===== src/rtl/core/dpd_pkg.sv =====
// Shared types and constants for the depth pixel deprojection block.
// No dependencies; used by every module of the block.
package dpd_pkg;

   // Raster limits
   localparam int MAX_COLUMNS = 4096;
   localparam int MAX_ROWS    = 4096;
   localparam int COL_W       = $clog2(MAX_COLUMNS);
   localparam int ROW_W       = $clog2(MAX_ROWS);

   // Field widths
   localparam int RAW_W   = 16;
   localparam int Z_W     = 24;
   localparam int XY_W    = 32;
   localparam int SCALE_W = 24;
   localparam int PRIN_W  = 16;
   localparam int INV_W   = 24;
   localparam int STEP_W  = 5;
   localparam int PHASE_W = 4;

   // Configuration port
   localparam int CSR_ADDR_W = 3;
   localparam int CSR_DATA_W = 24;

   // Queue sizes
   localparam int QUEUE_DEPTH = 4;
   localparam int QUEUE_AW    = $clog2(QUEUE_DEPTH);
   localparam int RSP_DEPTH   = 8;
   localparam int RSP_AW      = $clog2(RSP_DEPTH);

   typedef enum logic [CSR_ADDR_W-1:0] {
      CSR_DEPTH_SCALE = 3'd0,
      CSR_PRINCIPAL_X = 3'd1,
      CSR_PRINCIPAL_Y = 3'd2,
      CSR_INV_FOCAL_X = 3'd3,
      CSR_INV_FOCAL_Y = 3'd4,
      CSR_MIN_RANGE   = 3'd5,
      CSR_MAX_RANGE   = 3'd6,
      CSR_SAMPLE_STEP = 3'd7
   } csr_index_type;

   typedef struct packed {
      logic [SCALE_W-1:0] depth_scale;
      logic [PRIN_W-1:0]  principal_x;
      logic [PRIN_W-1:0]  principal_y;
      logic [INV_W-1:0]   inv_focal_x;
      logic [INV_W-1:0]   inv_focal_y;
      logic [Z_W-1:0]     min_range;
      logic [Z_W-1:0]     max_range;
      logic [STEP_W-1:0]  sample_step;
   } csr_type;

   // Pixel that passed the stride and raw-zero tests
   typedef struct packed {
      logic [RAW_W-1:0] raw;
      logic [COL_W-1:0] col;
      logic [ROW_W-1:0] row;
   } cand_type;

   typedef struct packed {
      logic [XY_W-1:0] x;
      logic [XY_W-1:0] y;
      logic [Z_W-1:0]  z;
   } point_type;

   // Handshake between the candidate queue and the back end
   typedef struct packed {
      logic     empty;
      cand_type head;
   } cand_q_type;

endpackage


===== src/rtl/core/dpd_front.sv =====
// Front end: raster column/row counters, stride gating and raw-zero filter.
// Depends on dpd_pkg; feeds dpd_queue.
module dpd_front (
   input  logic                        clock,
   input  logic                        reset,
   input  logic                        push,
   input  logic                        q_full,
   input  logic [dpd_pkg::RAW_W-1:0]   depth_raw,
   input  logic                        frame_start,
   input  logic                        line_end,
   input  logic [dpd_pkg::STEP_W-1:0]  sample_step,
   output logic                        full,
   output logic                        cand_push,
   output dpd_pkg::cand_type           cand
);

   localparam logic [dpd_pkg::COL_W-1:0] COL_LAST = dpd_pkg::COL_W'(dpd_pkg::MAX_COLUMNS - 1);
   localparam logic [dpd_pkg::ROW_W-1:0] ROW_LAST = dpd_pkg::ROW_W'(dpd_pkg::MAX_ROWS - 1);
   localparam logic [dpd_pkg::STEP_W-1:0] STEP_MAX = dpd_pkg::STEP_W'(16);

   logic [dpd_pkg::COL_W-1:0]   col_ff, col_in, cur_col;
   logic [dpd_pkg::ROW_W-1:0]   row_ff, row_in, cur_row;
   logic [dpd_pkg::PHASE_W-1:0] cph_ff, cph_in, cur_cph;
   logic [dpd_pkg::PHASE_W-1:0] rph_ff, rph_in, cur_rph;
   logic [dpd_pkg::STEP_W-1:0]  eff_step;
   logic                        accept;

   function automatic logic [dpd_pkg::PHASE_W-1:0] next_phase(
      input logic [dpd_pkg::PHASE_W-1:0] ph,
      input logic [dpd_pkg::STEP_W-1:0]  stp
   );
      logic [dpd_pkg::STEP_W-1:0] nx;
      nx = dpd_pkg::STEP_W'(ph) + dpd_pkg::STEP_W'(1);
      if (nx >= stp) nx = '0;
      return nx[dpd_pkg::PHASE_W-1:0];
   endfunction

   assign full   = q_full;
   assign accept = push & ~q_full;

   // Clamp the stride into 1..16
   always_comb begin
      if (sample_step == '0) eff_step = dpd_pkg::STEP_W'(1);
      else if (sample_step > STEP_MAX) eff_step = STEP_MAX;
      else eff_step = sample_step;
   end

   // Position of this pixel; frame start restarts the raster
   assign cur_col = frame_start ? '0 : col_ff;
   assign cur_row = frame_start ? '0 : row_ff;
   assign cur_cph = frame_start ? '0 : cph_ff;
   assign cur_rph = frame_start ? '0 : rph_ff;

   // Forward pixels on the stride with a measurement
   assign cand_push = accept && (cur_cph == '0) && (cur_rph == '0) && (depth_raw != '0);
   assign cand.raw  = depth_raw;
   assign cand.col  = cur_col;
   assign cand.row  = cur_row;

   // Advance counters after the pixel, holding at the raster limit
   always_comb begin
      col_in = col_ff;
      row_in = row_ff;
      cph_in = cph_ff;
      rph_in = rph_ff;
      if (accept) begin
         if (line_end) begin
            col_in = '0;
            cph_in = '0;
            row_in = (cur_row != ROW_LAST) ? cur_row + dpd_pkg::ROW_W'(1) : cur_row;
            rph_in = next_phase(cur_rph, eff_step);
         end else begin
            row_in = cur_row;
            rph_in = cur_rph;
            col_in = (cur_col != COL_LAST) ? cur_col + dpd_pkg::COL_W'(1) : cur_col;
            cph_in = next_phase(cur_cph, eff_step);
         end
      end
   end

   always_ff @(posedge clock) begin
      if (reset) begin
         col_ff <= '0;
         row_ff <= '0;
         cph_ff <= '0;
         rph_ff <= '0;
      end else begin
         col_ff <= col_in;
         row_ff <= row_in;
         cph_ff <= cph_in;
         rph_ff <= rph_in;
      end
   end

endmodule


===== config.mk =====
export PLATFORM = sky130hd
export DESIGN_NAME = dpd_front
export DESIGN_NICKNAME = d
export VERILOG_FILES = /design/src/rtl/core/dpd_pkg.sv /design/src/rtl/core/dpd_front.sv
export SDC_FILE = /design/constraint.sdc
export NUM_CORES = 1
export LEC_CHECK = 0
export ABC_AREA = 1
export BUFFER_PORTS_ARGS = -buffer_cell sky130_fd_sc_hd__buf_4
export CAP_MARGIN = 20
export CORE_ASPECT_RATIO = 0.5
export CORE_UTILIZATION = 30
export DETAILED_ROUTE_END_ITERATION = 16
export PLACE_DENSITY = 0.55
export SLEW_MARGIN = 10
export SYNTH_ARGS = -nofsm -noshare
export SYNTH_HDL_FRONTEND = slang
export SYNTH_SLANG_ARGS = --single-unit

===== constraint.sdc =====
create_clock -name clock -period 6.4 [get_ports clock]
set_clock_uncertainty 0.2 [all_clocks]
set_input_delay 0.32 -clock clock [delete_from_list [all_inputs] [get_ports clock]]
set_output_delay 0.32 -clock clock [all_outputs]
set_load 0.03 [all_outputs]

# Word-level counts from Yosys, hierarchy flattened
# Cells that the tools add are included.
[op_classes]
n_mux = 14
bitwise_logic = 2
n_addsub = 4
n_lt_le_gt_ge = 3
n_reduce_logical = 7
n_eq_ne = 2
[ops]
columns = ["op", "n"]
rows = [
  ["12-bit two-way mux", 6],
  ["12-bit by 1-bit adder with 12-bit output, second input constant", 2],
  ["4-bit two-way mux", 6],
  ["12-bit != test, second input constant", 2],
  ["16-bit nonzero test", 1],
  ["4-bit by 1-bit adder with 5-bit output, second input constant", 2],
  ["5-bit greater-or-equal comparator", 2],
  ["5-bit two-way mux", 2],
  ["4-bit logical NOT", 2],
  ["5-bit > comparator, second input constant", 1],
  ["5-bit logical NOT", 1],
  ["1-bit logical AND", 3],
  ["1-bit bitwise AND", 1],
  ["1-bit NOT", 1],
]
[totals]
ff_bits = 32
out_inout_bits = 42
input_bits = 27
wordCells = 36

# Logic depth before layout (Yosys ltp)
# Gate-level depths: netlist of the first run.
[logic_depth]
word_depth = 6
ltp_mapped = 17
depth_no_buf = 15

# Worst setup path before layout of the first run
# OpenSTA, ideal clock, no wires.
[synth_path]
path_type = "input to register"
from = "input frame_start"
to = "register cph_ff[3] in the netlist's numbering"
arrival_ns = 2.183
setup_slack_ns = 3.945
cell_stages = 17
setup_ns = 0.072
n_path_buf = 2
t_required_ns = 6.128
path_cell_list = "inv_2 buf_12 buf_6 nand2_1 inv_1 ha_1 or2_2 nand2_1 inv_1 ha_1 nand2_1 inv_1 nor3_1 nand2_1 nand2_1 nand3_1 a21oi_1"
[synth_via]
elab_chain_len = 5
[synth_lines]
columns = ["item", "line_no", "rtl"]
rows = [
  ["from (decl)", "dpd_front.sv:9", "input logic frame_start,"],
  ["4-bit two-way mux (*)", "dpd_front.sv:51", "assign cur_cph = frame_start ? '0 : cph_ff;"],
  ["4-bit by 1-bit adder with 5-bit output (*)", "dpd_front.sv:33", "nx = dpd_pkg::STEP_W'(ph) + dpd_pkg::STEP_W'(1);"],
  ["5-bit greater-or-equal comparator", "dpd_front.sv:34", "if (nx >= stp) nx = '0;"],
  ["4-bit two-way mux (*)", "dpd_front.sv:34", ""],
  ["4-bit two-way mux (*)", "dpd_front.sv:67", "if (line_end) begin"],
  ["to (signal assigned)", "dpd_front.sv:90", "cph_ff <= cph_in;"],
  ["to (decl)", "dpd_front.sv:23", "logic [dpd_pkg::PHASE_W-1:0] cph_ff, cph_in, cur_cph;"],
]
# Mark *: on every way between the ends. The rest lies on a longest branch, timed or not.
# A chain may end at the register's enable or synchronous reset.

# Worst setup path after layout of the first run
[layout_path]
from = "input frame_start"
to = "register cph_ff[2] in the netlist's numbering"
# The elaborated chain is that of the path after synthesis.

==> summary.md, run 1 <==
| Metric | Value |
|---|---|
| Drt drc | 0 |
| Slew Limit Fails | 0 |
| Critical path class | input pin to flop |
| Most common cell after layout, fill and taps aside | nand2_1 |
| Post-CTS sizing | 0 |
| Tot Pwr | 0.530 mW |
| Drt initial violations | 125 |
| Min-delay worst type | input pin to flop |
| Critical Path, Cell by Cell | buf_4, inv_2, nand2_1, inv_1, ha_1, or2_2, nand2_1, inv_1, ha_1, nand2_1, inv_1, nor3_1, nand2_1, nand2_1, nand3_1, a21oi_1 |
| Vias per cell | 4.52 |
| Post-synthesis sequential area ratio | 0.225 |
| Main synth FF type | dfxtp_1 |
| Final worst path period share | 0.420 |
| GPL Wtd Cong | 0.800 |
| Antenna Cells | 0 |
| Post-Synth XOR/XNOR Area | 0.00307 |
| Simple-Gate Fraction of Synth Area | 0.458 |
| Nets | 534 |
| TritonRoute pass-1 iters | 4 |
| Post-Syn Area | 0.00285 mm² |
| Seq cells post-synth | 32 |
| Wire length of the first global-routing pass | 12.3 mm |
| Die Area | 0.00993 mm² |
| Most frequent cells in the layout | nand2_1, buf_4, inv_1, nor2_1, dfxtp_1 |
| Peak VDD IR | 0.000108 V |
| Post-CTS setup buffer count | 0 |
| TritonCTS buffer count | 5 |
| Layout cell share with drive strength beyond 1 | 0.273 |
| Top cell family by delay on the critical path | simple AND/OR/NAND/NOR gates |
| Layout area overhead | 21.4% |
| Vert. Die Dim | 71.0 µm |
| Core area | 0.00895 mm² |
| Fin. Hold Viols | 0 |
| Sink Count | 32 |
| Relative slew slack | 0.461 |
| Clock latency on the worst-skew pair | 280 ps |
| Initial antenna violation count | 0 |
| CP max FO | 22 |
| Sum of negative setup slack | 0 ps |
| Warnings from Yosys | 0 |
| Static leakage | 1.67 nW |
| Fraction of synthesized area in multiplexers | 0 |
| Unique cell type count in the Yosys netlist | 33 |
| Tot GR Track Use | 0.155 |
| EDFF count, synth | 0 |
| Wire length on met2 | 2.86 mm |
| CP Data Arrival Time | 2700 ps |
| Post-Syn Area per Cell | 6.43 µm² |
| RSZ-0062 raised after global routing | false |
| Layout Cells excl Fill | 611 |
| H-tree lvl count | 2 |
| Final setup fails | 0 |
| WP buf/inv | 5 |
| Met1 Wirelength | 3.58 mm |
| Synthesized instance count | 444 |
| Row cnt | 24 |
| Placed insts | 603 |
| CTS Root Cell | clkbuf_16 |
| Clk pin slew, worst setup/hold paths | 50 ps |
| Worst path max stage delay | 300 ps |
| Register Area | 641 µm² |
| Number of fill cells | 970 |
| CTS Hold Bufs | 0 |
| Footprint of the multi-input gates | 0.00175 mm² |
| IO Pins | 69 |
| Die width | 140 µm |
| Top routing layer in use | met4 |
| Synth Area in Compound Gates | 0.0899 |
| CTS tree | yes |
| Number of global-route vias before repair | 2,647 |
| Critical Path RT | 6410 ps |
| Worst Setup End Kind | flop |
| Syn_nets | 485 |
| Main combinational cell family by area after synthesis | simple AND/OR/NAND/NOR gates |
| Max-cap violations | 0 |
| Clock period minus worst slack | 2690 ps |
| WL per Instance | 11.3 µm |
| Post-DP HPWL | 5.38 mm |
| Status | finished, final reports clean |
| IO buf count | 68 |
| Pin count of the biggest net entering global routing | 24 |
| Critical Path Slowest Stage Cell | inv_2 |
| Starting Density | 0.319 |
| Routed WL | 6.92 mm |
| Vias | 2,763 |
| Worst-margin pin slew | 807 ps |
| Pwr/cell area | 153 mW/mm² |
| F_max | 372 MHz |
| Met3 Wirelength | 401 µm |
| Clk buf depth | 2 |
| Total global routing overflow | 0 |
| Asr flop ratio synth | 0 |
| Adder-Cell Fraction of Synth Area | 0.0614 |
| Hold slack | 180 ps |
| Routed Antenna Nets | 0 |
| Most used cell, CP | nand2_1 |
| Startpoint types | input pin |
==> metal layers <==
layer,vias to the layer above,GRT usage
met1,1209,0.210
met2,62,0.248
li1,1486,-
met5,-,0
met3,6,0.0359
met4,0,0.0440
==> area by class of cell <==
type / count / area share
clock buffer: 7 / 0.0412
clock inverter: 1 / 0.00217
inverter: 71 / 0.0770
multi-input combinational: 315 / 0.505
sequential: 32 / 0.185
tap: 117 / 0.0423
timing repair buffer: 68 / 0.147
==> stage by stage <==
step	setup WS, ps	instance area, µm²	util
4_1_cts	3700	3460	0.387
5_1_grt	3420	3460	0.387
6_report	3710	3460	0.387
2_1_floorplan	3950	2850	-
3_3_place_gp	3460	3310	0.370
3_5_place_dp	3390	3310	0.370
==> flip-flops by register name, indices dropped and copies added (netlist names) <==
register,cells
col_ff,12
cph_ff,4
row_ff,12
rph_ff,4
==> report_power, final <==
part	switching (mW)	internal, mW	total [mW]	leakage [nW]
combinational	0.0527	0.0303	0.0830	1.34
clock	0.0889	0.155	0.244	0.0701
sequential	0.00181	0.202	0.204	0.259
==> worst min-delay path, cell delays in order <==
cell and delay (ps):
buf_4 90, nor2_2 60, nand3_1 80, a21oi_1 50
==> Yosys cell counts (all sizes together) (4+ instances only) <==
| cell type | instances | area [µm²] |
|---|---|---|
| buf | 22 | 183 |
| inv | 68 | 255 |
| o21ai | 17 | 85.1 |
| nand2 | 126 | 518 |
| clkbuf | 4 | 15.0 |
| ha | 14 | 175 |
| nor2 | 67 | 378 |
| nor3 | 6 | 30.0 |
| nand4 | 8 | 56.3 |
| dfxtp | 32 | 641 |
| nand3 | 36 | 255 |
| a21oi | 29 | 164 |
| nor4 | 5 | 31.3 |
==> kinds of logic after synthesis <==
logic type                 count (synthesis)
xor gates and xnor gates                   1
and+or+nand+nor                          253
DFF                                       32
buffers and inverters                     97
adders and majority gates                 14
AOI/OAI and AO/OA                         47
==> worst paths after layout <==
kind	from	to	slack (ps)	cells past startpoint
min	q_full	row_ff[1]$_SDFFE_PP0P_	180	4
min reg2reg	col_ff[2]$_SDFFE_PP0P_	col_ff[2]$_SDFFE_PP0P_	270	2
max reg2reg	cph_ff[0]$_SDFFE_PP0P_	cph_ff[2]$_SDFFE_PP0P_	4110	14
max	frame_start	cph_ff[2]$_SDFFE_PP0P_	3710	16
Note: power is estimated with default switching activity, not from simulation.
==> run 2: changes to the inputs <==
Settings changed: PLACE_DENSITY 0.55 to 0.57.
Clock period 6.4 ns to 2.2 ns, I/O delays scaled along.
==> run 2 against run 1 <==
Net effect: hold slack lost 170 ps; final cell count grew 3.4%; critical path depth shrank 4; routed wire length grew 3.0%; final area grew 7.3%; non-clock buffer count grew 21; clock power grew to 2.8 times the previous value; critical endpoint is now rph_ff[2]$_SDFFE_PP0P_; largest cell class unchanged; highest routed layer unchanged.
==> summary.md, run 2 (same netlist as run 1, synthesis figures left out) <==
| Metric | Value |
|---|---|
| Status | finished, final reports clean |
| Layout area overhead | 30.2% |
| Routed Antenna Nets | 0 (unchanged) |
| IO buf count | 68 (unchanged) |
| Die width | 140 µm (unchanged) |
| Placed insts | 621 (+3.0%) |
| Drt initial violations | 144 (+15%) |
| R2R depth | 12 (-2) |
| Final setup fails | 0 (unchanged) |
| Row cnt | 24 (unchanged) |
| IO Pins | 69 (unchanged) |
| CTS Hold Bufs | 0 (unchanged) |
| Most frequent cells in the layout | nand2_1, buf_4, inv_1, nor2_1, dfxtp_1 |
| Sequential share of power | 0.381 (-0.003) |
| Min-delay worst type | input pin to flop |
| Final worst path period share | 0.944 |
| Clock power share | 0.443 (-0.016) |
| Pwr/cell area | 419 mW/mm² (+170%) |
| Vert. Die Dim | 71.0 µm (unchanged) |
| Hold EP | row_ff[1]$_SDFFE_PP0P_ |
| Vias | 2,836 (+2.6%) |
| Layout cell share with drive strength beyond 1 | 0.353 (+0.0801) |
| Die Area | 0.00993 mm² (unchanged) |
| Worst Setup End Kind | flop |
| Peak VDD IR | 0.000427 V (+290%) |
| Worst R2R Setup Slack | 120 ps (-3990 ps) |
| Most common cell after layout, fill and taps aside | nand2_1 |
| Clk pin slew, worst setup/hold paths | 50 ps (about the same) |
| Wire length of the first global-routing pass | 11.8 mm (-4.1%) |
| Worst-margin pin slew | 445 ps (-362 ps) |
| Pin count of the biggest net entering global routing | 24 (unchanged) |
| Drt drc | 0 (unchanged) |
| Max-cap violations | 0 (unchanged) |
| Antenna Cells | 0 (unchanged) |
| Internal portion of total power | 1.14 mW (+200%) |
| Clock latency on the worst-skew pair | 270 ps (about the same) |
| Sw frac | 0.265 (-0.00568) |
| Crit. Startpoint | rph_ff[0]$_SDFFE_PP0P_ |
| F_max | 481 MHz |
| H-tree lvl count | 2 (unchanged) |
| WL per Instance | 11.3 µm (-0.46%) |
| Static leakage | 1.77 nW (+6.2%) |
| Total global routing overflow | 0 (unchanged) |
| Starting Density | 0.319 (unchanged) |
| RSZ-0062 raised after global routing | false |
| Critical Path RT | 2200 ps (-4210 ps) |
| Number of global-route vias before repair | 2,538 (-4.1%) |
| Routed WL | 7.12 mm (+3.0%) |
| Tot GR Track Use | 0.147 (-0.00823) |
| Initial antenna violation count | 0 (unchanged) |
| Worst hold start | line_end |
| CP max FO | 4 (-82%) |
| Vias per cell | 4.49 (-0.77%) |
| Post-DP HPWL | 5.48 mm (+1.9%) |
| CTS tree | yes |
| Critical path class | flop to flop |
| Core area | 0.00895 mm² (unchanged) |
| Relative slew slack | 0.703 (+0.241) |
| GPL Wtd Cong | 0.781 (-2.4%) |
| RR Endpoint | rph_ff[2]$_SDFFE_PP0P_ |
| Layout Cells excl Fill | 632 (+3.4%) |
| Nets | 555 (+3.9%) |
| CTS Root Cell | clkbuf_16 |
| Worst r2r src | rph_ff[0]$_SDFFE_PP0P_ |
| TritonCTS buffer count | 5 (unchanged) |
| CP Data Arrival Time | 2080 ps (-620 ps) |
| Gate power share | 0.175 (+0.019) |
| TritonRoute pass-1 iters | 4 (unchanged) |
| Fin. Hold Viols | 0 (unchanged) |
| Final WS setup | 123 ps (-3590 ps) |
| Startpoint types | flop |
| DP Worst Slack | -50.3 ps (-3440 ps) |
| Top flop regs | col_ff (12), row_ff (12) |
| Clk buf depth | 2 (unchanged) |
| Sink Count | 32 (unchanged) |
| Clock period minus worst slack | 2080 ps |
| Slew Limit Fails | 0 (unchanged) |
| Sum of negative setup slack | 0 ps (unchanged) |
| Hold path depth | 4 (unchanged) |
| Net Switching | 0.412 mW (+190%) |
-- run 2: area by class of cell --
class                           count  area, µm²
Clock buffer                        8        146
Tap cell                          117        146
Timing Repair Buffer               89        668
Multi-Input combinational cell    315       1840
Sequential cell                    32        646
Inverter                           71        267
Fill cell                         950       5240
-- run 2: worst max-delay path by stage --
stage                                  end  slack [ps]
floorplan           cph_ff[3]$_SDFFE_PP0P_           2
global placement    cph_ff[1]$_SDFFE_PP0P_          -8
detailed placement  cph_ff[0]$_SDFFE_PP0P_         -50
CTS                 cph_ff[1]$_SDFFE_PP0P_          20
global route        cph_ff[0]$_SDFFE_PP0P_           1
finish              rph_ff[2]$_SDFFE_PP0P_         120
-- run 2: timing repair --
action | 4_1_cts | 5_1_grt
resized for setup | 6 | 20
buffers inserted | 0 | 3
gates cloned | 0 | 0
setup endpoints to repair | 4 | 8
pin swaps | 4 | 12
-- run 2: per-layer routing --
layer / track usage / part of all wire
met1: 0.212 / 0.52
met2: 0.232 / 0.43
met3: 0.0244 / 0.044
met4: 0.0269 / 0.0038
met5: 0 / 0
-- run 2: power by group through the flow --
stage | clock, mW | sequential, mW | combinational (mW)
finish | 0.690 | 0.594 | 0.273
global route | 0.744 | 0.594 | 0.299
detailed placement | 0 | 0.605 | 0.262
CTS | 0.712 | 0.593 | 0.265
global placement | 0 | 0.605 | 0.262
floorplan | 0 | 0.604 | 0.178
-- run 2: critical path, stage by stage (launching register included) --
cell     delay (ps)
dfxtp_2         330
nand2_2          70
inv_1            50
ha_2            160
or2_2           300
nand2_2          70
inv_1            40
ha_1            280
a21oi_2         130
nand2_1          70
nand2_2          90
nand3_1          90
a21oi_1         130
-- run 2: through the flow --
| step | utilization | hold WS (ps) | instance area, µm² | power (mW) |
|---|---|---|---|---|
| final | 0.415 | 10.3 | 3710 | 1.56 |
| after global routing | 0.415 | 26.4 | 3710 | 1.64 |
| after CTS | 0.405 | 2.52 | 3630 | 1.57 |
| after detailed placement | 0.386 | 246 | 3450 | 0.867 |
| after global placement | 0.386 | 246 | 3450 | 0.867 |
| after floorplan | - | -20.5 | 2860 | 0.782 |
