## src/rtl/core/dpd_pkg.sv

```systemverilog
// Shared types and constants for the depth pixel deprojection block.
// No dependencies; used by every module of the block.
package dpd_pkg;

   // Raster limits
   localparam int MAX_COLUMNS = 4096;
   localparam int MAX_ROWS    = 4096;
   localparam int COL_W       = $clog2(MAX_COLUMNS);
   localparam int ROW_W       = $clog2(MAX_ROWS);

   // Field widths
   localparam int RAW_W   = 16;
   localparam int Z_W     = 24;
   localparam int XY_W    = 32;
   localparam int SCALE_W = 24;
   localparam int PRIN_W  = 16;
   localparam int INV_W   = 24;
   localparam int STEP_W  = 5;
   localparam int PHASE_W = 4;

   // Configuration port
   localparam int CSR_ADDR_W = 3;
   localparam int CSR_DATA_W = 24;

   // Queue sizes
   localparam int QUEUE_DEPTH = 4;
   localparam int QUEUE_AW    = $clog2(QUEUE_DEPTH);
   localparam int RSP_DEPTH   = 8;
   localparam int RSP_AW      = $clog2(RSP_DEPTH);

   typedef enum logic [CSR_ADDR_W-1:0] {
      CSR_DEPTH_SCALE = 3'd0,
      CSR_PRINCIPAL_X = 3'd1,
      CSR_PRINCIPAL_Y = 3'd2,
      CSR_INV_FOCAL_X = 3'd3,
      CSR_INV_FOCAL_Y = 3'd4,
      CSR_MIN_RANGE   = 3'd5,
      CSR_MAX_RANGE   = 3'd6,
      CSR_SAMPLE_STEP = 3'd7
   } csr_index_type;

   typedef struct packed {
      logic [SCALE_W-1:0] depth_scale;
      logic [PRIN_W-1:0]  principal_x;
      logic [PRIN_W-1:0]  principal_y;
      logic [INV_W-1:0]   inv_focal_x;
      logic [INV_W-1:0]   inv_focal_y;
      logic [Z_W-1:0]     min_range;
      logic [Z_W-1:0]     max_range;
      logic [STEP_W-1:0]  sample_step;
   } csr_type;

   // Pixel that passed the stride and raw-zero tests
   typedef struct packed {
      logic [RAW_W-1:0] raw;
      logic [COL_W-1:0] col;
      logic [ROW_W-1:0] row;
   } cand_type;

   typedef struct packed {
      logic [XY_W-1:0] x;
      logic [XY_W-1:0] y;
      logic [Z_W-1:0]  z;
   } point_type;

   // Handshake between the candidate queue and the back end
   typedef struct packed {
      logic     empty;
      cand_type head;
   } cand_q_type;

endpackage

```

## src/rtl/core/dpd_queue.sv

```systemverilog
// Short candidate queue between the front end and the arithmetic back end.
// Depends on dpd_pkg.
module dpd_queue (
   input  logic                clock,
   input  logic                reset,
   input  logic                wr_en,
   input  dpd_pkg::cand_type   wr_data,
   input  logic                rd_en,
   output logic                q_full,
   output dpd_pkg::cand_q_type q_out
);

   dpd_pkg::cand_type              slot_ff [dpd_pkg::QUEUE_DEPTH];
   logic [dpd_pkg::QUEUE_AW-1:0]   wr_ptr_ff, rd_ptr_ff;
   logic [dpd_pkg::QUEUE_AW:0]     cnt_ff, cnt_in;

   assign q_full      = (cnt_ff == (dpd_pkg::QUEUE_AW+1)'(dpd_pkg::QUEUE_DEPTH));
   assign q_out.empty = (cnt_ff == '0);
   assign q_out.head  = slot_ff[rd_ptr_ff];

   always_comb begin
      cnt_in = cnt_ff;
      if (wr_en && !rd_en) cnt_in = cnt_ff + (dpd_pkg::QUEUE_AW+1)'(1);
      if (!wr_en && rd_en) cnt_in = cnt_ff - (dpd_pkg::QUEUE_AW+1)'(1);
   end

   // Store the new candidate
   always_ff @(posedge clock) begin
      if (wr_en) slot_ff[wr_ptr_ff] <= wr_data;
   end

   // Advance pointers and fill count
   always_ff @(posedge clock) begin
      if (reset) begin
         wr_ptr_ff <= '0;
         rd_ptr_ff <= '0;
         cnt_ff    <= '0;
      end else begin
         if (wr_en) wr_ptr_ff <= wr_ptr_ff + dpd_pkg::QUEUE_AW'(1);
         if (rd_en) rd_ptr_ff <= rd_ptr_ff + dpd_pkg::QUEUE_AW'(1);
         cnt_ff <= cnt_in;
      end
   end

endmodule

```

## config.mk

```make
export PLATFORM = sky130hd
export DESIGN_NAME = dpd_queue
export DESIGN_NICKNAME = d
export VERILOG_FILES = /design/src/rtl/core/dpd_pkg.sv /design/src/rtl/core/dpd_queue.sv
export SDC_FILE = /design/constraint.sdc
export NUM_CORES = 1
export LEC_CHECK = 0
export BUFFER_PORTS_ARGS = -buffer_cell sky130_fd_sc_hd__buf_2
export CAP_MARGIN = 20
export CELL_PAD_IN_SITES_DETAIL_PLACEMENT = 2
export CELL_PAD_IN_SITES_GLOBAL_PLACEMENT = 2
export CORE_ASPECT_RATIO = 0.5
export CORE_MARGIN = 8
export CORE_UTILIZATION = 44
export DETAILED_ROUTE_END_ITERATION = 6
export PLACE_DENSITY_LB_ADDON = 0.1
export SLEW_MARGIN = 20
export SYNTH_ARGS = -nofsm -noshare
export SYNTH_HDL_FRONTEND = slang
export SYNTH_SLANG_ARGS = --single-unit
```

## constraint.sdc

```tcl
create_clock -name clock -period 2.2 [get_ports clock]
set_input_delay 0.11 -clock clock [delete_from_list [all_inputs] [get_ports clock]]
set_output_delay 0.11 -clock clock [all_outputs]
set_load 0.05 [all_outputs]
```

# == After elaboration in Yosys (flattened, before gate mapping) ==
# Memory sizes are Yosys's and may differ from the RTL's. A register that Yosys moved wholly into a read port is not among the register bits.
# Index checks and enable logic that the tools add are counted.
# op_classes
add_sub_neg,4
eq_ne,1
muxes,6
n_reduce_logical,6
# ops
op,count
$mux 3,2
$add 2x1->2 const B,2
$mux 2,2
$add 3x1->3 const B,1
$eq 3x3->1 const B,1
$logic_not 3->1,1
$sub 3x1->3 const B,1
$logic_and 1x1->1,2
$logic_not 1->1,2
$mux 1,2
$reduce_bool 2->1,1
# word_totals
ff_bits,7
ram_bits,160
input_bits,44
output_inout_bits,42
elab_cells,21
memories,1
# mem_list
memory,depth,width,rd,rd_clocked_by_memory_dff,write_ports,line_no,rtl
slot_ff,4,40,1,1,1,dpd_queue.sv:13,dpd_pkg::cand_type slot_ff [dpd_pkg::QUEUE_DEPTH];

# == Logic depth before layout (Yosys ltp) ==
# Gate-level depths: netlist of run 1.
# depth
depth_word,4
mapped_depth,7
mapped_depth_nobuf,7

# == Worst setup path after synthesis of run 1 ==
# Ideal clock, no wire load.
# synth_timing
path_type,reg2reg
start,reg wr_ptr_ff[0] in the netlist's numbering
end,mem slot_ff[2][0] in the netlist's numbering (enable)
setup_time_ps,401
arrival_time_ps,1511
t_required_ps,1799
slack_ps,288
path_stages_with_launch,4
path_buffers,0
period_less_slack_ps,1912
path_cell_list,dfxtp_1 -> inv_1 -> ha_1 -> and2_1
# synth_lines
item,line_no,rtl
"start, declared",dpd_queue.sv:14,"logic [dpd_pkg::QUEUE_AW-1:0] wr_ptr_ff, rd_ptr_ff;"
"start signal, assigned",dpd_queue.sv:39,if (wr_en) wr_ptr_ff <= wr_ptr_ff + dpd_pkg::QUEUE_AW'(1);
"end, declared",dpd_queue.sv:13,
# Straight into the memory's write port.

==> results of run 1 <==
## power groups by stage
stage               combinational [W]  sequential [W]  clock [W]
CTS                           0.00117         0.00376    0.00303
global placement              0.00106         0.00379          0
global route                  0.00123         0.00376    0.00313
floorplan                    0.000827         0.00379          0
finish                        0.00117         0.00375    0.00297
detailed placement            0.00109         0.00381          0
## logic make-up after synthesis
kind of cell | share of synthesized area (%)
muxes | 14.6
and+or+nand+nor | 1.22
AOI/OAI and AO/OA | 0.240
xor gates and xnor gates | 0.701
DFF | 79.7
buffers and inverters | 2.20
adders and majority gates | 1.32
## what timing repair did
item	in CTS	in global routing
endpoints found under the hold margin	169	0
hold buffers	42	0
gates resized for setup	0	2
endpoints found under the setup margin	0	3
## routing by layer
| layer | up-vias | part of all wire (%) | wire, µm |
|---|---|---|---|
| met5 | - | 0 | 0 |
| met4 | 0 | 1.3 | 215 |
| met3 | 19 | 5.5 | 940 |
| met2 | 108 | 53 | 9030 |
| met1 | 1693 | 40 | 6760 |
| li1 | 1349 | - | - |
## synth_stat cells (all sizes together) (2+ instances only)
master  number  area share, %
and2         4           0.40
mux4        40             14
xnor2        2           0.28
edfxtp     160             77
dfxtp        9            2.9
ha           5            1.0
nor2         8           0.48
buf          9            1.8
a21oi        2           0.16
xor2         3           0.42
inv          6           0.36
## critical path, stage by stage, from the launching register on
cell	delay, ns
dfxtp_4	0.36
buf_6	0.29
mux4_2	0.59
buf_2	0.24
## per-stage QoR
stage	instances	utilization (%)	power [W]	cell area, µm²	worst slack [ns]
CTS	602	57.4	0.00796	7860	0.0311
floorplan	256	-	0.00461	6250	0.288
detailed placement	529	50.2	0.00490	6880	0.249
finish	603	57.6	0.00790	7890	0.190
global route	603	57.6	0.00812	7890	0.0887
global placement	529	50.2	0.00485	6880	0.328
## state kept, by name (all words and copies together), names as in the netlist, named ones only
register,count
cnt_ff,3
rd_ptr_ff,2
slot_ff,160
wr_ptr_ff,2
## worst paths after layout
| path | from | endpoint | slack, ns | cells after the start |
|---|---|---|---|---|
| max | flop | q_out[22] | 0.19 | 3 |
| min reg2reg | cnt_ff[1]$_SDFFE_PP0P_ | cnt_ff[1]$_SDFFE_PP0P_ | 0.57 | 2 |
| min | wr_en | wr_ptr_ff[1]$_SDFFE_PP0P_ | 0.06 | 3 |
| max reg2reg | cnt_ff[0]$_SDFFE_PP0P_ | cnt_ff[2]$_SDFFE_PP0P_ | 0.56 | 5 |
## final cells by class
cell class | instances | area [µm²] | area share [%]
inverters | 6 | 22.5 | 0.285
well taps | 192 | 240 | 3.04
repair buffers | 134 | 943 | 12.0
clock inverters | 13 | 130 | 1.65
multi-input cells | 71 | 1130 | 14.4
flip-flops and latches | 169 | 4990 | 63.2
clock buffers | 18 | 429 | 5.44
## cell usage in the layout, fill, tap and decap left out, types with 2 or more instances in the layout
| master | netlist | routed |
|---|---|---|
| bufinv_16 | 0 | 2 |
| inv_1 | 6 | 6 |
| and2_2 | 0 | 3 |
| clkinv_4 | 0 | 2 |
| buf_12 | 4 | 3 |
| buf_6 | 1 | 2 |
| clkinvlp_4 | 0 | 3 |
| clkbuf_16 | 0 | 17 |
| xor2_1 | 3 | 3 |
| edfxtp_1 | 160 | 160 |
| a21oi_1 | 2 | 2 |
| clkinv_1 | 0 | 3 |
| buf_4 | 0 | 2 |
| ha_1 | 5 | 5 |
| buf_2 | 4 | 85 |
| clkinv_2 | 0 | 2 |
| mux4_2 | 40 | 40 |
| nor2_1 | 8 | 8 |
| xnor2_1 | 2 | 2 |
| dfxtp_1 | 9 | 7 |
| dlygate4sd3_1 | 0 | 42 |
==> results.json, run 1 <==
{
  "die_area_um2": 18500,
  "worst_pin_slew_ns": 0.662,
  "vias": 3169,
  "path_class": "reg -> out",
  "p_leak_nw": 2.71,
  "cts_setup_buffers": 0,
  "critPathCaptureType": "output pin",
  "path_clk_slew_ns": 0.06,
  "start_util_pct": 45.6,
  "busiest_layer": "met2",
  "antenna_found_initial": 0,
  "globalRouteOverflowTotal": 0,
  "switchingPower_w": 0.00217,
  "dp_hpwl_um": 8980,
  "drv_cap": 0,
  "clk-insertion-delay-late_ns": 0.42,
  "synthToLayoutAreaGrowth_pct": 26.2,
  "nNetsFinal": 449,
  "diodes": 0,
  "grt_max_degree": 41,
  "cts_tree": "yes",
  "crit_fanout": 20,
  "min_path_type": "in -> reg",
  "grt_pass1_wl_um": 24800,
  "cp.required_ns": 2.09,
  "synth_edf_count": 160,
  "period_minus_slack_ns": 2.01,
  "rsz0062_at_grt": "false",
  "grt_pass1_vias": 3662,
  "critPathLaunchType": "flop",
  "hold_viol": 0,
  "power_frac_seq_pct": 47.5,
  "final-max-slew-violation-count": 0,
  "setup_viol": 0,
  "clock_path_buffers": 2,
  "drive_gt1_share_pct": 40.1,
  "power_frac_clock_pct": 37.6,
  "gr-usage-met1_pct": 22.0,
  "cts_buffers": 17,
  "slew_headroom_pct": 55.8,
  "synth_cell_types": 21,
  "row_count": 30,
  "status": "complete, no violations",
  "power_density_nw_per_um2": 1000,
  "wire_per_inst_um": 28.1,
  "setup_tns_ns": 0,
  "drtIter0Drc": 215,
  "routed_wl_um": 16900,
  "timing.hold.ws_ns": 0.0626,
  "power_frac_comb_pct": 14.8,
  "fillCellCount": 1133,
  "core-area_um2": 13700,
  "finalCritPeriodShare_pct": 91.4,
  "syn_inst": 256,
  "grt_usage_pct": 19.1,
  "cts_sinks": 169,
  "synth_seq_cells": 169,
  "fp.dieW_um": 185,
  "use_met3_pct": 4.94,
  "arrival_ns": 1.90,
  "async_flop_share_pct": 0,
  "numPortBuffers": 85,
  "grtUsageMet2_pct": 34.9,
  "detail_route.first_pass.iterations": 4,
  "viasPerCell": 5.26,
  "syn_area_per_cell_um2": 24.4,
  "yosysWarnings": 0,
  "ant_nets": 0,
  "die_h_um": 100,
  "syn-num-nets": 306,
  "fin_skew_ns": 0.00912,
  "clock-root-buffer": "clkbuf_16",
  "yosysSeqAreaShare_pct": 79.7,
  "remaining_drc_errors": 0,
  "pin_count": 86,
  "peakVddDrop_v": 0.000455,
  "mappedNetlistArea_um2": 6250,
  "swShare_pct": 27.5,
  "p_int_w": 0.00572,
  "gp_congestion": 0.655,
  "htreeDepth": 4,
  "synth_ff_type": "edfxtp_1",
  "fmax_mhz": 498
}
No activity file was read; power rests on OpenSTA's default activity.
==> inputs of run 2 (changes only) <==
--- a/config.mk
+++ b/config.mk
@@ -14,6 +14,7 @@
 export CORE_UTILIZATION = 44
 export DETAILED_ROUTE_END_ITERATION = 6
 export PLACE_DENSITY_LB_ADDON = 0.1
+export RECOVER_POWER = 50
 export SLEW_MARGIN = 20
 export SYNTH_ARGS = -nofsm -noshare
 export SYNTH_HDL_FRONTEND = slang
==> constraint.sdc (replaced) <==
create_clock -name clock -period 2.51 [get_ports clock]
set_input_delay 0.1255 -clock clock [delete_from_list [all_inputs] [get_ports clock]]
set_output_delay 0.1255 -clock clock [all_outputs]
set_load 0.05 [all_outputs]
==> results.json, run 2 (synthesis gave the netlist of run 1 again) <==
{
  "wire_per_inst_um": 27.5,
  "fmax_mhz": 446,
  "largest_register_ffs": 160,
  "antenna_found_initial": 0,
  "path_clk_slew_ns": 0.07,
  "synthToLayoutAreaGrowth_pct": 25.5,
  "fp.dieW_um": 185,
  "cts_sinks": 169,
  "vias": 3190,
  "clock_path_buffers": 2,
  "top_register": "slot_ff",
  "cp_cell_sequence": "buf_4 -> mux4_2 -> buf_2",
  "dpl-instance-area_um2": 6910,
  "numPortBuffers": 85,
  "htreeDepth": 4,
  "power_frac_clock_pct": 38.1,
  "top_regs": "slot_ff: 160 flops, cnt_ff: 3 flops",
  "slowest_delay_ns": 0.62,
  "grt_pass1_vias": 3688,
  "worst_pin_slew_ns": 1.04,
  "setup_slack_ns": 0.266,
  "detail_route.first_pass.iterations": 4,
  "globalRouteOverflowTotal": 0,
  "diodes": 0,
  "final-max-slew-violation-count": 0,
  "period_minus_slack_ns": 2.24,
  "rsz0062_at_grt": "false",
  "dp_cells": 533,
  "fin_cells": 606,
  "setup_tns_ns": 0,
  "critPathCaptureType": "output pin",
  "crit_fanout": 19,
  "rrSetupSlack_ns": 0.30,
  "die_h_um": 100,
  "core-area_um2": 13700,
  "power_frac_comb_pct": 14.2,
  "dp_hpwl_um": 10200,
  "cts_buffers": 17,
  "switchingPower_w": 0.00193,
  "drive_gt1_share_pct": 30.4,
  "status": "complete, no violations",
  "power_density_nw_per_um2": 888,
  "finalCritPeriodShare_pct": 89.4,
  "holdPathStages": 3,
  "min_path_type": "in -> reg",
  "p_leak_nw": 2.60,
  "arrival_ns": 2.12,
  "peakVddDrop_v": 0.000507,
  "setup_viol": 0,
  "routed_wl_um": 16700,
  "crit_slowest_cell": "dfxtp_4",
  "cp.required_ns": 2.38,
  "cts_setup_buffers": 0,
  "min-delay-start": "rd_en",
  "hold_viol": 0,
  "grt_usage_pct": 18.9,
  "fin_skew_ns": 0.0127,
  "path_class": "reg -> out",
  "grt_max_degree": 41,
  "clk-insertion-delay-late_ns": 0.43,
  "remaining_drc_errors": 0,
  "clock-root-buffer": "clkbuf_16",
  "power_frac_seq_pct": 47.7,
  "fillCellCount": 1182,
  "pin_count": 86,
  "r2r-start": "wr_ptr_ff[0]$_SDFFE_PP0P_",
  "drv_cap": 0,
  "slew_headroom_pct": 30.4,
  "viasPerCell": 5.26,
  "drtIter0Drc": 189,
  "ant_nets": 0,
  "final_cell_mix": "160 x edfxtp_1, 45 x clkbuf_1, 43 x buf_2, 41 x dlygate4sd3_1, 40 x mux4_2",
  "start_util_pct": 45.6,
  "grt_pass1_wl_um": 24600,
  "nNetsFinal": 451,
  "row_count": 30,
  "critPathLaunchType": "flop",
  "gp_congestion": 0.695,
  "crit_buf_inv": 2,
  "swShare_pct": 27.7,
  "place_ws_ns": 0.691,
  "die_area_um2": 18500,
  "p_int_w": 0.00503,
  "cts_tree": "yes",
  "rr_worst_depth": 4,
  "rr_endpoint": "slot_ff[0][10]$_DFFE_PP_",
  "whs_endpoint": "rd_ptr_ff[0]$_SDFFE_PP0P_",
  "finalInstanceArea_um2": 7840,
  "final_common_cell": "edfxtp_1",
  "cp_top_family": "flip-flops"
}
## run 2: cell types whose count changed in the layout (fill, tap and decap cells not counted), moves of 2 or more
cell	delta
inv_6	+2
clkbuf_1	+44
buf_2	-42
and2_0	+2
buf_6	-2
buf_4	+5
clkinv_1	-3
## run 2: routing by layer
layer,GRT usage [%],vias up,routed length (µm),part of all wire [%]
met2,32.7,92,8440,51
met4,4.81,0,118,0.71
met1,23.7,1734,7440,45
met3,4.61,13,658,3.9
met5,0,-,0,0
li1,-,1351,-,-
## run 2: worst max-delay path by stage
stage                                          from                  endpoint  slack [ns]  depth (start not counted)
after floorplan           wr_ptr_ff[0]$_SDFFE_PP0P_   slot_ff[2][0]$_DFFE_PP_        0.60                          3
after global placement                         flop                  q_out[5]        0.72                          3
after detailed placement  wr_ptr_ff[0]$_SDFFE_PP0P_  slot_ff[1][27]$_DFFE_PP_        0.69                          3
after CTS                                      flop                 q_out[19]        0.21                          3
after global routing      wr_ptr_ff[0]$_SDFFE_PP0P_  slot_ff[0][32]$_DFFE_PP_        0.13                          4
final                                          flop                 q_out[19]        0.27                          3
## run 2: what timing repair did
item / CTS / global route
resized for setup: 0 / 0
hold buffers: 41 / 0
hold endpoints to repair: 169 / 0
## run 2: final cells by class
class                           count  area, µm²  area share (%)
Sequential cell                   169       4990            63.6
Multi-Input combinational cell     71       1130            14.4
Timing Repair Buffer              136        881            11.2
Clock buffer                       20        437            5.57
Tap cell                          192        240            3.06
Clock inverter                     12        141            1.80
Inverter                            6       22.5           0.287
## run 2: worst register-to-register path, stage by stage (launching register included)
cell and delay, ns:
dfxtp_1 0.36, inv_1 0.10, ha_1 0.15, and2_0 0.81
buf_4 0.47
## run 2: metrics by stage
step           utilization [%]  hold slack, ns  total power [W]
6_report                  57.2          0.0287          0.00696
3_5_place_dp              50.4           0.347          0.00433
2_1_floorplan                -           0.224          0.00404
5_1_grt                   57.2          0.0377          0.00715
4_1_cts                   57.7          0.0192          0.00704
3_3_place_gp              50.4           0.334          0.00426
## run 2: power groups by stage
stage / Sequential, W / Clock [W] / Combinational, W
after global placement: 0.00335 / 0 / 0.000912
after global routing: 0.00333 / 0.00278 / 0.00104
final: 0.00332 / 0.00265 / 0.000992
after floorplan: 0.00332 / 0 / 0.000725
after detailed placement: 0.00338 / 0 / 0.000952
after CTS: 0.00332 / 0.00270 / 0.00102
==> inputs of run 3 (changes only) <==
--- a/config.mk
+++ b/config.mk
@@ -9,7 +9,7 @@
 export CAP_MARGIN = 20
 export CELL_PAD_IN_SITES_DETAIL_PLACEMENT = 2
 export CELL_PAD_IN_SITES_GLOBAL_PLACEMENT = 2
-export CORE_ASPECT_RATIO = 0.5
+export CORE_ASPECT_RATIO = 1.5
 export CORE_MARGIN = 8
 export CORE_UTILIZATION = 44
 export DETAILED_ROUTE_END_ITERATION = 6
==> results.json, run 3 (synthesis gave the netlist of run 1 again) <==
{
  "path_class": "reg -> out",
  "grt_max_degree": 41,
  "synthToLayoutAreaGrowth_pct": 25.2,
  "hold_viol": 0,
  "vias": 3038,
  "rr_endpoint": "slot_ff[3][0]$_DFFE_PP_",
  "worst_pin_slew_ns": 1.20,
  "cts_sinks": 169,
  "final-max-slew-violation-count": 0,
  "antenna_found_initial": 0,
  "fmax_mhz": 454,
  "dp_hpwl_um": 8530,
  "fin_skew_ns": 0.00939,
  "fp.dieW_um": 113,
  "rsz0062_at_grt": "false",
  "status": "complete, no violations",
  "cp.required_ns": 2.38,
  "nNetsFinal": 448,
  "cts_tree": "yes",
  "cts_buffers": 17,
  "grt_pass1_vias": 3584,
  "core-area_um2": 13900,
  "peakVddDrop_v": 0.000504,
  "remaining_drc_errors": 0,
  "critPathLaunchType": "flop",
  "numPortBuffers": 85,
  "design_power_total_w": 0.00678,
  "clock_path_buffers": 2,
  "setup_tns_ns": 0,
  "diodes": 0,
  "slew_headroom_pct": 19.8,
  "final_common_cell": "edfxtp_1",
  "holdPathStages": 3,
  "fillCellCount": 1198,
  "clk-insertion-delay-late_ns": 0.42,
  "grt_pass1_wl_um": 21300,
  "htreeDepth": 4,
  "row_count": 53,
  "routed_wl_um": 13600,
  "largest_register_ffs": 160,
  "crit_fanout": 28,
  "final_cell_mix": "160 x edfxtp_1, 44 x buf_2, 41 x dlygate4sd3_1, 41 x clkbuf_1, 40 x mux4_2",
  "setup_viol": 0,
  "die_area_um2": 18400,
  "p_leak_nw": 2.61,
  "drtIter0Drc": 109,
  "rrSetupSlack_ns": 0.36,
  "viasPerCell": 5.27,
  "path_clk_slew_ns": 0.06,
  "power_density_nw_per_um2": 866,
  "top_regs": "slot_ff: 160 flops, cnt_ff: 3 flops",
  "drive_gt1_share_pct": 30.4,
  "arrival_ns": 2.08,
  "period_minus_slack_ns": 2.20,
  "die_h_um": 162,
  "grt_usage_pct": 16.0,
  "detail_route.first_pass.iterations": 6,
  "rr_worst_depth": 3,
  "min-delay-start": "rd_en",
  "start_util_pct": 44.9,
  "critPathCaptureType": "output pin",
  "clock-root-buffer": "clkbuf_16",
  "finalCritPeriodShare_pct": 87.8,
  "min_path_type": "in -> reg",
  "ant_nets": 0,
  "wire_per_inst_um": 23.5,
  "pin_count": 86,
  "drv_cap": 0,
  "gp_congestion": 0.683,
  "globalRouteOverflowTotal": 0,
  "r2r-start": "wr_ptr_ff[0]$_SDFFE_PP0P_",
  "ctsResizeCount": 0,
  "top_register": "slot_ff"
}
==> run 3: cell count changes in the layout (fill, tap and decap cells not counted), moves of 2 or more <==
| cell | change |
|---|---|
| buf_12 | +4 |
| buf_4 | -6 |
| clkbuf_1 | -4 |
| clkinvlp_4 | -2 |
| inv_6 | +4 |
==> run 3: worst max-delay path by stage <==
stage | from | endpoint | cells after the start
final | flop | q_out[2] | 3
after global routing | wr_ptr_ff[0]$_SDFFE_PP0P_ | slot_ff[3][0]$_DFFE_PP_ | 3
after CTS | flop | q_out[2] | 3
after detailed placement | flop | q_out[2] | 3
after global placement | flop | q_out[39] | 3
after floorplan | wr_ptr_ff[0]$_SDFFE_PP0P_ | slot_ff[2][0]$_DFFE_PP_ | 3
==> run 3: through the flow <==
step	std cells	hold slack, ns	util (%)	area [µm²]	worst slack [ns]
global route	576	0.0728	56.2	7820	0.114
finish	576	0.0518	56.2	7820	0.307
floorplan	256	0.224	-	6250	0.598
global placement	503	0.338	49.6	6910	0.718
CTS	576	0.0356	56.6	7880	0.232
detailed placement	503	0.347	49.6	6910	0.709
==> run 3: critical path: stages (launching register included) <==
cell     delay (ns)
dfxtp_4        0.53
buf_12         0.29
mux4_2         0.57
buf_2          0.24
==> run 3: report_power, final <==
part	total [W]	switching, W	leakage (nW)	internal, W
clock network	0.00251	0.00113	0.273	0.00138
logic	0.000980	0.000660	0.789	0.000320
registers	0.00329	0.0000563	1.54	0.00323
total	0.00678	0.00184	2.61	0.00494
==> run 3: timing repair <==
| item | 4_1_cts | 5_1_grt |
|---|---|---|
| hold buffers | 41 | 0 |
| buffers inserted | 0 | 0 |
| hold endpoints to repair | 164 | 0 |
==> run 3: cell type report <==
type                            count  area, µm²  share of cell area (%)
Sequential cell                   169       4990                    63.8
Multi-Input combinational cell     71       1130                    14.4
Timing Repair Buffer              133        912                    11.7
Clock buffer                       17        425                    5.44
Tap cell                          165        206                    2.64
Clock inverter                     15        138                    1.76
Inverter                            6       22.5                   0.288
==> run 3: per-layer routing <==
layer	GRT usage, %	vias to the layer above	wire length, µm	part of all wire, %
met3	4.31	14	558	4.1
li1	-	1347	-	-
met4	6.08	0	200	1.5
met5	0	-	0	0
met1	17.6	1606	5300	39
met2	28.6	71	7490	55
